$ cat src/hdl/ddve_pkg.sv
`timescale 1ns / 1ps
package ddve_pkg;

  localparam int VAL_W   = 32;
  localparam int DIG_N   = 10;   // decimal digits of a 32-bit magnitude
  localparam int PLACE_W = 30;   // 10^9 fits
  localparam int EXT_W   = 36;   // headroom for value +/- 9 * 10^9

  localparam logic [3:0] KIND_UP       = 4'd0;
  localparam logic [3:0] KIND_FN_UP    = 4'd1;
  localparam logic [3:0] KIND_DOWN     = 4'd2;
  localparam logic [3:0] KIND_FN_DOWN  = 4'd3;
  localparam logic [3:0] KIND_LEFT     = 4'd4;
  localparam logic [3:0] KIND_FN_LEFT  = 4'd5;
  localparam logic [3:0] KIND_RIGHT    = 4'd6;
  localparam logic [3:0] KIND_FN_RIGHT = 4'd7;
  localparam logic [3:0] KIND_DIGIT    = 4'd8;

  localparam logic [1:0] REG_MIN  = 2'd0;
  localparam logic [1:0] REG_MAX  = 2'd1;
  localparam logic [1:0] REG_PREC = 2'd2;

  typedef struct packed {
    logic [3:0] kind;
    logic [3:0] digit;
  } in_t;

  typedef struct packed {
    logic signed [31:0] value_out;
    logic [3:0]         cursor_out;
    logic [3:0]         digit_count;
    logic               handled;
  } out_t;

  typedef struct packed {
    logic load;
    logic shift;
    logic mult;
    logic update;
    logic finish;
  } cmd_t;

  function automatic logic [PLACE_W-1:0] pow10(input logic [3:0] n);
    case (n)
      4'd0:    return 30'd1;
      4'd1:    return 30'd10;
      4'd2:    return 30'd100;
      4'd3:    return 30'd1000;
      4'd4:    return 30'd10000;
      4'd5:    return 30'd100000;
      4'd6:    return 30'd1000000;
      4'd7:    return 30'd10000000;
      4'd8:    return 30'd100000000;
      default: return 30'd1000000000;
    endcase
  endfunction

  // decimal digits of |v|, at least precision plus 1, capped at DIG_N
  function automatic logic [3:0] count_digits(input logic signed [31:0] v,
                                              input logic [2:0] p);
    logic [31:0] mag;
    logic [3:0]  d;
    logic [3:0]  lo;
    mag = v[31] ? (~v + 32'd1) : v;
    d = 4'd1;
    for (int k = 1; k < DIG_N; k++) begin
      if (mag >= {2'b00, pow10(4'(k))}) d = d + 4'd1;
    end
    lo = {1'b0, p} + 4'd1;
    if (d < lo) d = lo;
    if (d > 4'(DIG_N)) d = 4'(DIG_N);
    return d;
  endfunction

endpackage

$ cat src/hdl/ddve_ctrl.sv
`timescale 1ns / 1ps
module ddve_ctrl (
  input  logic          clk,
  input  logic          rst_n,
  input  logic          in_valid,
  output logic          in_ready,
  output logic          out_valid,
  input  logic          out_ready,
  output ddve_pkg::cmd_t cmd
);
  import ddve_pkg::*;

  typedef enum logic [2:0] {
    S_IDLE, S_CONV, S_MUL, S_UPD, S_FIN, S_OUT
  } state_t;

  state_t     state_r;
  logic [4:0] cnt_r;

  always_ff @(posedge clk) begin
    if (!rst_n) begin
      state_r <= S_IDLE;
      cnt_r   <= 5'd0;
    end else begin
      case (state_r)
        S_IDLE: begin
          cnt_r <= 5'd0;
          if (in_valid) state_r <= S_CONV;
        end
        S_CONV: begin
          cnt_r <= cnt_r + 5'd1;
          if (cnt_r == 5'd31) state_r <= S_MUL;
        end
        S_MUL:  state_r <= S_UPD;
        S_UPD:  state_r <= S_FIN;
        S_FIN:  state_r <= S_OUT;
        S_OUT: begin
          if (out_ready) state_r <= S_IDLE;
        end
        default: state_r <= S_IDLE;
      endcase
    end
  end

  assign in_ready   = (state_r == S_IDLE);
  assign out_valid  = (state_r == S_OUT);
  assign cmd.load   = (state_r == S_IDLE) && in_valid;
  assign cmd.shift  = (state_r == S_CONV);
  assign cmd.mult   = (state_r == S_MUL);
  assign cmd.update = (state_r == S_UPD);
  assign cmd.finish = (state_r == S_FIN);

endmodule

$ cat src/hdl/ddve_dp.sv
`timescale 1ns / 1ps
module ddve_dp (
  input  logic               clk,
  input  logic               rst_n,
  input  ddve_pkg::cmd_t     cmd,
  input  ddve_pkg::in_t      in_data,
  input  logic signed [31:0] min_val,
  input  logic signed [31:0] max_val,
  input  logic [2:0]         prec,
  output ddve_pkg::out_t     out_data
);
  import ddve_pkg::*;

  logic signed [31:0]        value_r;
  logic [3:0]                cursor_r;
  in_t                       key_r;
  logic [3:0]                total_r;
  logic [PLACE_W-1:0]        place_r;
  logic [31:0]               bin_r;
  logic [3:0]                bcd_r [DIG_N];
  logic signed [EXT_W-1:0]   change_r;
  out_t                      out_r;

  // small remainder x mod t, t >= 1
  function automatic logic [3:0] small_mod(input logic [4:0] x, input logic [3:0] t);
    logic [8:0] rem;
    logic [8:0] d;
    rem = {4'd0, x};
    for (int b = 4; b >= 0; b--) begin
      d = {5'd0, t} << b;
      if (rem >= d) rem = rem - d;
    end
    return rem[3:0];
  endfunction

  // double-dabble step
  logic [3:0] adj [DIG_N];
  logic [3:0] bcd_nxt [DIG_N];
  always_comb begin
    for (int i = 0; i < DIG_N; i++) begin
      adj[i] = (bcd_r[i] >= 4'd5) ? bcd_r[i] + 4'd3 : bcd_r[i];
    end
    for (int i = 0; i < DIG_N; i++) begin
      if (i == 0) bcd_nxt[i] = {adj[i][2:0], bin_r[31]};
      else        bcd_nxt[i] = {adj[i][2:0], adj[i-1][3]};
    end
  end

  // digit multiply
  logic [3:0]              cur_dig;
  logic [3:0]              typed;
  logic signed [4:0]       diff;
  logic signed [EXT_W-1:0] prod;
  always_comb begin
    cur_dig = (cursor_r < 4'(DIG_N)) ? bcd_r[cursor_r] : 4'd0;
    typed   = (key_r.digit > 4'd9) ? 4'd9 : key_r.digit;
    diff    = $signed({1'b0, typed}) - $signed({1'b0, cur_dig});
    prod    = EXT_W'(diff) * EXT_W'($signed({1'b0, place_r}));
  end

  // key update
  logic signed [EXT_W-1:0] v36, top36, bot36, pl36, val_nxt;
  logic [3:0]              cur_nxt;
  logic [3:0]              back_one;
  always_comb begin
    v36      = EXT_W'(value_r);
    top36    = EXT_W'(max_val);
    bot36    = EXT_W'(min_val);
    pl36     = EXT_W'({1'b0, place_r});
    val_nxt  = v36;
    cur_nxt  = cursor_r;
    back_one = (cursor_r == 4'd0) ? total_r - 4'd1 : cursor_r - 4'd1;
    case (key_r.kind)
      KIND_UP:       val_nxt = (top36 - pl36 <= v36) ? top36 : v36 + pl36;
      KIND_DOWN:     val_nxt = (bot36 + pl36 >= v36) ? bot36 : v36 - pl36;
      KIND_FN_UP:    val_nxt = top36;
      KIND_FN_DOWN:  val_nxt = bot36;
      KIND_LEFT:     cur_nxt = small_mod({1'b0, cursor_r} + 5'd1, total_r);
      KIND_FN_LEFT:  cur_nxt = total_r - 4'd1;
      KIND_RIGHT:    cur_nxt = back_one;
      KIND_FN_RIGHT: cur_nxt = 4'd0;
      KIND_DIGIT: begin
        cur_nxt = back_one;
        if (change_r >= 0) begin
          val_nxt = (change_r > top36 - v36) ? top36 : v36 + change_r;
        end else begin
          val_nxt = (-change_r > v36 - bot36) ? bot36 : v36 + change_r;
        end
      end
      default: ;
    endcase
  end

  // closing count and top-digit cursor fix for steps
  logic [3:0] new_cnt;
  logic       is_step;
  logic [3:0] cur_fin;
  always_comb begin
    new_cnt = count_digits(value_r, prec);
    is_step = (key_r.kind == KIND_UP) || (key_r.kind == KIND_DOWN);
    cur_fin = cursor_r;
    if (is_step && (total_r > new_cnt) && (cursor_r == total_r - 4'd1) &&
        (cursor_r != 4'd0)) begin
      cur_fin = cursor_r - 4'd1;
    end
  end

  always_ff @(posedge clk) begin
    if (!rst_n) begin
      value_r  <= 32'sd0;
      cursor_r <= 4'd0;
    end else begin
      if (cmd.update) begin
        value_r  <= 32'(val_nxt);
        cursor_r <= cur_nxt;
      end
      if (cmd.finish) cursor_r <= cur_fin;
    end
  end

  always_ff @(posedge clk) begin
    if (cmd.load) begin
      key_r   <= in_data;
      total_r <= count_digits(value_r, prec);
      place_r <= pow10(cursor_r);
      bin_r   <= value_r[31] ? (~value_r + 32'd1) : value_r;
      for (int i = 0; i < DIG_N; i++) bcd_r[i] <= 4'd0;
    end
    if (cmd.shift) begin
      bin_r <= {bin_r[30:0], 1'b0};
      for (int i = 0; i < DIG_N; i++) bcd_r[i] <= bcd_nxt[i];
    end
    if (cmd.mult) change_r <= value_r[31] ? -prod : prod;
    if (cmd.finish) begin
      out_r.value_out   <= value_r;
      out_r.cursor_out  <= cur_fin;
      out_r.digit_count <= new_cnt;
      out_r.handled     <= (key_r.kind <= KIND_DIGIT);
    end
  end

  assign out_data = out_r;

endmodule

$ cat src/hdl/decimal_digit_value_editor.sv
`timescale 1ns / 1ps
// A request is accepted, then passes through 32 BCD conversion steps, digit
//   multiply, update and digit count before out_valid.
// One request is in flight at a time: a new request is accepted only after the
//   result is taken; the 32-step binary-to-BCD converter is the longest part.
// Reset (rst_n low, sync): value 0, cursor 0, limits -2^31 / 2^31-1, precision 0.
module decimal_digit_value_editor (
  input  logic           clk,
  input  logic           rst_n,
  input  logic           in_valid,
  output logic           in_ready,
  input  ddve_pkg::in_t  in_data,
  output logic           out_valid,
  input  logic           out_ready,
  output ddve_pkg::out_t out_data,
  input  logic           psel,
  input  logic           penable,
  input  logic           pwrite,
  input  logic [3:0]     paddr,
  input  logic [31:0]    pwdata,
  output logic [31:0]    prdata,
  output logic           pready
);
  import ddve_pkg::*;

  // APB register file: minimum at 0x0, maximum at 0x4, precision at 0x8
  logic signed [31:0] min_r;
  logic signed [31:0] max_r;
  logic [2:0]         prec_r;
  logic               wr_en;

  assign pready = 1'b1;
  assign wr_en  = psel && penable && pwrite && pready;

  always_ff @(posedge clk) begin
    if (!rst_n) begin
      min_r  <= 32'sh8000_0000;
      max_r  <= 32'sh7FFF_FFFF;
      prec_r <= 3'd0;
    end else if (wr_en) begin
      case (paddr[3:2])
        REG_MIN:  min_r  <= pwdata;
        REG_MAX:  max_r  <= pwdata;
        REG_PREC: prec_r <= pwdata[2:0];
        default: ;  // unmapped, dropped
      endcase
    end
  end

  always_comb begin
    case (paddr[3:2])
      REG_MIN:  prdata = min_r;
      REG_MAX:  prdata = max_r;
      REG_PREC: prdata = {29'd0, prec_r};
      default:  prdata = 32'd0;
    endcase
  end

  // sequencer: walks each request through load, convert, multiply, update, finish, output
  cmd_t cmd;

  ddve_ctrl u_ctrl (
    .clk       (clk),
    .rst_n     (rst_n),
    .in_valid  (in_valid),
    .in_ready  (in_ready),
    .out_valid (out_valid),
    .out_ready (out_ready),
    .cmd       (cmd)
  );

  // datapath: value/cursor state, BCD digit extraction, clamp arithmetic;
  // result held in an output register until taken
  ddve_dp u_dp (
    .clk      (clk),
    .rst_n    (rst_n),
    .cmd      (cmd),
    .in_data  (in_data),
    .min_val  (min_r),
    .max_val  (max_r),
    .prec     (prec_r),
    .out_data (out_data)
  );

endmodule

$ cat config.mk
export PLATFORM = sky130hd
export DESIGN_NAME = decimal_digit_value_editor
export DESIGN_NICKNAME = d
export VERILOG_FILES = /design/src/hdl/ddve_pkg.sv /design/src/hdl/ddve_ctrl.sv /design/src/hdl/ddve_dp.sv /design/src/hdl/decimal_digit_value_editor.sv
export SDC_FILE = /design/constraint.sdc
export NUM_CORES = 2
export LEC_CHECK = 0
export ABC_AREA = 1
export BUFFER_PORTS_ARGS = -buffer_cell sky130_fd_sc_hd__buf_2
export CAP_MARGIN = 40
export CORE_AREA = 2 2 330 332
export CTS_BUF_LIST = sky130_fd_sc_hd__clkbuf_2
export DETAILED_ROUTE_END_ITERATION = 7
export DIE_AREA = 0 0 332 334
export PLACE_DENSITY = 0.54
export SYNTH_ARGS = -nofsm -noshare
export SYNTH_HDL_FRONTEND = slang
export SYNTH_SLANG_ARGS = --single-unit
$ cat constraint.sdc
create_clock -name clk -period 8.75 [get_ports clk]
set_input_delay 0.875 -clock clk [delete_from_list [all_inputs] [get_ports clk]]
set_output_delay 0.875 -clock clk [all_outputs]
set_load 0.01 [all_outputs]
Word-level counts from Yosys, hierarchy flattened
Memories as Yosys holds them, arrays and structs flattened. A register that Yosys moved wholly into a read port is not among the register bits.
Cells that the tools add are included.
{"block": "word_totals", "mem_bits_ro": 480, "word_cells": 266, "output_inout_bits": 76, "n_memories": 2, "inputBits": 51, "mem_bits_rw": 40, "regBits": 232}
{"block": "classes", "n_reduce_logical": 24, "n_mux": 98, "n_addsub": 47, "mul": 1, "order_cmp": 46, "eq_ne": 20, "bitwise_logic": 11}
{"name": "(name not given)", "depth": 16, "width": 30, "rd": 1, "rd_clocked_by_memory_dff": 1, "wr": 0, "line_no": "ddve_pkg.sv:44", "source": "case (n)"}
{"name": "u_dp.bcd_r", "depth": 10, "width": 4, "rd": 11, "rd_clocked_by_memory_dff": 1, "wr": 10, "line_no": "ddve_dp.sv:20", "source": "logic [3:0] bcd_r [DIG_N];"}
{"operator": "greater-or-equal comparator 32 x 30 -> 1 bit", "n": 9}
{"operator": "2-to-1 mux 30 bit", "n": 9}
{"operator": "2-to-1 mux 32 bit", "n": 8}
{"operator": "2-to-1 mux 4 bit", "n": 57}
{"operator": "case mux 32 bit (5 select lines)", "n": 1}
{"operator": "case mux 32 bit (3 select lines)", "n": 1}
{"operator": "2-to-1 mux 9 bit", "n": 8}
{"operator": "negation 36 bit", "n": 2}
{"operator": "subtractor 32 x 32 -> 33 bit", "n": 2}
{"operator": "adder 4 x 1 -> 4 bit (second input constant)", "n": 15}
{"operator": "greater-or-equal comparator 4 x 3 -> 1 bit (second input constant)", "n": 10}
{"operator": "adder 4 x 2 -> 4 bit (second input constant)", "n": 9}
{"operator": "greater-or-equal comparator 36 x 1 -> 1 bit (second input constant)", "n": 1}
{"operator": "greater-than comparator 36 x 33 -> 1 bit", "n": 1}
{"operator": "greater-than comparator 36 bit", "n": 1}
{"operator": "multiplier 5 x 31 -> 36 bit", "n": 1}
{"operator": "2-to-1 mux 36 bit", "n": 1}
{"operator": "adder 32 x 31 -> 33 bit", "n": 1}
{"operator": "greater-or-equal comparator 33 x 32 -> 1 bit", "n": 1}
{"operator": "<= comparator 33 x 32 -> 1 bit", "n": 1}
{"operator": "subtractor 32 x 31 -> 33 bit", "n": 1}
{"operator": "adder 32 x 1 -> 32 bit (second input constant)", "n": 1}
{"operator": "adder 32 x 31 -> 32 bit", "n": 1}
{"operator": "adder 32 bit", "n": 1}
{"operator": "64 further kinds", "n": 104}

Longest topological paths before layout
{"block": "depth", "depth_word": 34, "mapped_depth": 65, "mapped_depth_nobuf": 65}

Hierarchy
From an unflattened synthesis, not the netlist that was laid out.
{"block": "unflattened", "cells_unflattened": 5422, "area_unflattened_um2": 38335.5}
{"module": "ddve_dp", "cells_per_inst": 4933, "instances": 1, "seq_area_each_um2": 6316.1, "area_per_inst_um2": 34883.5}
{"module": "decimal_digit_value_editor", "cells_per_inst": 422, "instances": 1, "seq_area_each_um2": 1341.3, "area_per_inst_um2": 3009.1}
{"module": "ddve_ctrl", "cells_per_inst": 67, "instances": 1, "seq_area_each_um2": 160.2, "area_per_inst_um2": 442.9}

Least setup slack after synthesis
No wires, ideal clock.
{"block": "synth_timing", "kind": "register to register", "start": "register u_dp.value_r[1]", "end": "register with a tool-made name", "required_ps": 8672, "period_less_slack_ps": 7924, "path_slack_ps": 826, "setup_ps": 78, "path_stages_with_launch": 55, "t_arrival_ps": 7846, "path_buffers": 0, "path_cell_list": "dfxtp_1 inv_1 ha_1 nand2_1 nor2_2 nand3_2 nand2_2 nand2_1 nand2_1 inv_1 nand2_1 nor3_1 nand2_1 nor2_1 nand4_1 nor2_1 fa_1 nand4_2 [19 not listed] a21oi_1 nand2_1 nand2_1 nand2_2 o21bai_4 inv_2 ha_1 nand4_1 o2111ai_1 nor3_1 o21ai_0 a21oi_1 nand2_1 o21ai_0 nand2_1 o21ai_0 inv_1 a21oi_1"}
{"item": "from (decl)", "line_no": "ddve_dp.sv:14", "source": "logic signed [31:0] value_r;"}
{"item": "from (signal assigned)", "line_no": "ddve_dp.sv:114", "source": "value_r <= 32'(val_nxt);"}

==> run_results.csv <==
group,metric,value,unit
synthesis,synth_edf_count,183,
synthesis,syn_area,0.03726,mm^2
timing,hold_viol_final,0,
clock_tree,cts_tree,"yes",
floorplan,rows,121,
synthesis,synth_cell_types,66,
synthesis,synth-main-ff-cell,"edfxtp_1",
synthesis,synth_top_area_share,17.12,%
clock_tree,htree_num_levels,3,
route,drt-total-wl,152000,um
cells_and_area,n_fill_cell,11510,
synthesis,ys_warn_count,0,
floorplan,io_pins,127,
floorplan,die_width,332,um
timing,finClkSkew,135.1,ps
timing,final_period_minus_worst_setup_slack,8281,ps
clock_tree,cts_buffer_depth,3,
global_route,grtUsageTotal,26.64,%
placed_design,placed_cells,6734,
setup_path,critPathKind,"register to register",
timing,setup_viol,0,
route,via_per_inst,5.382,
placed_design,io_buffer_count,123,
clock_tree,clk_latency,1400,ps
route,wl_per_cell,21.80,um
global_route,grt_max_degree,64,
synthesis,synth-seq-cells,299,
timing,fin_crit_sh,94.64,%
route,drc,0,
clock_tree,cts-root-buf,"clkbuf_2",
setup_path,cpMostUsedCell,"nand2_1",
setup_path,critical_path_peak_fanout,7,
setup_path,required,10040,ps
global_route,grt_pass1_wl,222500,um
cells_and_area,fin_cells,6971,
clock_tree,clk_pin_slew,100,ps
setup_path,slowest_delay,500,ps
route,vias,37520,
route,drt-initial-drc-count,3343,
route,antenna_left,0,
global_route,antenna_found_initial,10,
clock_tree,cts.sink_count,299,
worst_hold_path,min_path_type,"input pin to register",
global_route,grt_pass1_vias,35560,
synthesis,synth_top_area_cell,"ha_1",
synthesis,synth.most_common_cell,"nand2_1",
cells_and_area,fin_nets,6131,
synthesis,synthTopCellsByCount,"nand2_1 (1,013), inv_1 (676), ha_1 (510)",
synthesis,syn-num-nets,5852,
setup_path,critPathSlowestCell,"dfxtp_1",
setup_path,critPathLaunchType,"register",
floorplan,fp.dieArea,0.1109,mm^2
floorplan,start_util,34.57,%
cells_and_area,areaGrowthSynthToFinish,12.73,%
timing,worst_pin_slew,970.8,ps
synthesis,async_flop_share,0,%
synthesis,yosys-top-cells-area,"ha_1 (17%), edfxtp_1 (15%), nand2_1 (10%)",
floorplan,die-height,334,um
timing,drv_slew,0,
cells_and_area,drive_above_1_share,11.07,%
global_route,overflow,0,
floorplan,coreArea,0.1078,mm^2
run,cap_violations,0,
placed_design,gp_congestion,0.9967,
clock_tree,cts_made_buffers,92,
timing,max_freq,120.8,MHz
route,firstDrtPassIters,8,
setup_path,cp-end-kind,"register",
timing,max-slew-margin-rel,35.28,%
synthesis,syn_inst,5193,
run_status,status,"complete, no violations",
synthesis,seq_area_frac_synth,20.98,%
synthesis,postSynthAreaPerCell,7.176,um^2
placed_design,dp_hpwl,122100,um
setup_path,arrival,9570,ps
==> state kept, by name, summed over array words and instances (netlist names), named ones only <==
register and cells:
u_dp.out_data 41, u_dp.bcd_r 40, u_dp.change_r 36, max_r 32, min_r 32, u_dp.bin_r 32, u_dp.value_r 32, u_dp.place_r 23
u_dp.key_r 8, u_ctrl.cnt_r 5, u_dp.cursor_r 4, u_dp.total_r 4, prec_r 3, u_ctrl.state_r 3
==> final timing paths <==
kind	startpoint	end	slack, ps	cells after the start
worst max-delay path	u_dp.value_r[20]$_SDFFE_PN0P_	register	470	55
worst min-delay path	penable	min_r[31]$_SDFFE_PN1P_	180	4
worst max register to register	u_dp.value_r[20]$_SDFFE_PN0P_	register	470	55
worst min register to register	u_ctrl.cnt_r[3]$_SDFFE_PN0P_	u_ctrl.cnt_r[3]$_SDFFE_PN0P_	470	2
==> critical path: cells and delay by family, from the launching register on <==
family	cells	cell delay [ps]
flops	1	500
simple gates	35	4020
buf+inv	4	310
fa+ha+maj	8	2380
compound gates	8	1050
==> metal layers <==
metal / part of all wire (%) / up-vias / track usage, % / wire length, um
met1: 44 / 17590 / 35.31 / 66430
met3: 7.1 / 289 / 4.071 / 10820
met4: 4.8 / 6 / 11.60 / 7238
li1: - / 18240 / - / -
met5: 0.026 / - / 0 / 39
met2: 44 / 1386 / 42.93 / 67450
==> cells by family (layout without fill, tap and decap cells) <==
group / count (synthesis) / in the layout / synth area share, %
buffers and inverters: 844 / 1200 / 8.535
adder cells (fa/ha/maj): 608 / 608 / 22.39
AND/OR/NAND/NOR: 1928 / 1928 / 22.35
AO/OA/AOI/OAI: 1205 / 1205 / 18.49
other: 1 / 9 / 0.01006
multiplexers: 1 / 1 / 0.02686
XOR/XNOR: 307 / 307 / 7.216
flip-flops: 299 / 299 / 20.98
==> placed cells by master, fill, tap and decap left out, drive strengths merged, types with 3 or more instances in the layout <==
cell type / instances
nand2: 1046
inv: 702
a21oi: 511
ha: 510
nor2: 434
o21ai: 373
buf: 277
nand3: 251
xor2: 214
edfxtp: 183
clkbuf: 134
dfxtp: 116
o211ai: 113
fa: 98
xnor2: 93
nand4: 75
nor3: 75
dlygate4sd3: 45
clkinv: 39
a211oi: 37
o22ai: 27
a21boi: 27
or2: 20
o21bai: 18
nor4: 16
a221oi: 16
a31oi: 15
o21a: 15
o31ai: 11
o2111ai: 10
diode: 8
o221ai: 8
a21o: 8
nand3b: 6
a22o: 5
a22oi: 3
==> final cells by class <==
class,count,area [um^2],area share (%)
Antenna cell,8,20.02,0.04766
Clock buffer,134,670.6,1.597
Clock inverter,37,214.0,0.5094
Inverter,707,2658,6.327
Multi-Input combinational cell,4050,26520,63.13
Sequential cell,299,7833,18.65
Tap cell,1414,1769,4.212
Timing Repair Buffer,322,2323,5.531
==> timing repair <==
item	CTS	global route
hold buffers	45	0
setup endpoints to repair	0	22
hold endpoints to repair	87	0
buffers inserted	0	13
gates resized for setup	0	66
==> through the flow <==
| step | area (um^2) | util (%) | hold slack, ps | worst slack [ps] | setup TNS [ps] |
|---|---|---|---|---|---|
| 2_1_floorplan | 37260 | - | 428.8 | 826.1 | 0 |
| 3_3_place_gp | 40220 | 37.31 | 451.5 | 119.7 | 0 |
| 3_5_place_dp | 40330 | 37.41 | 458.3 | 52.11 | 0 |
| 4_1_cts | 41660 | 38.65 | 75.25 | 61.46 | 0 |
| 5_1_grt | 42000 | 38.96 | 110.1 | -8.203 | -18.09 |
| 6_report | 42010 | 38.97 | 182.5 | 469.1 | 0 |
Power is left out: the tool's default activity adds up to more than one toggle a clock period on the data nets, which glitch-free logic cannot reach.
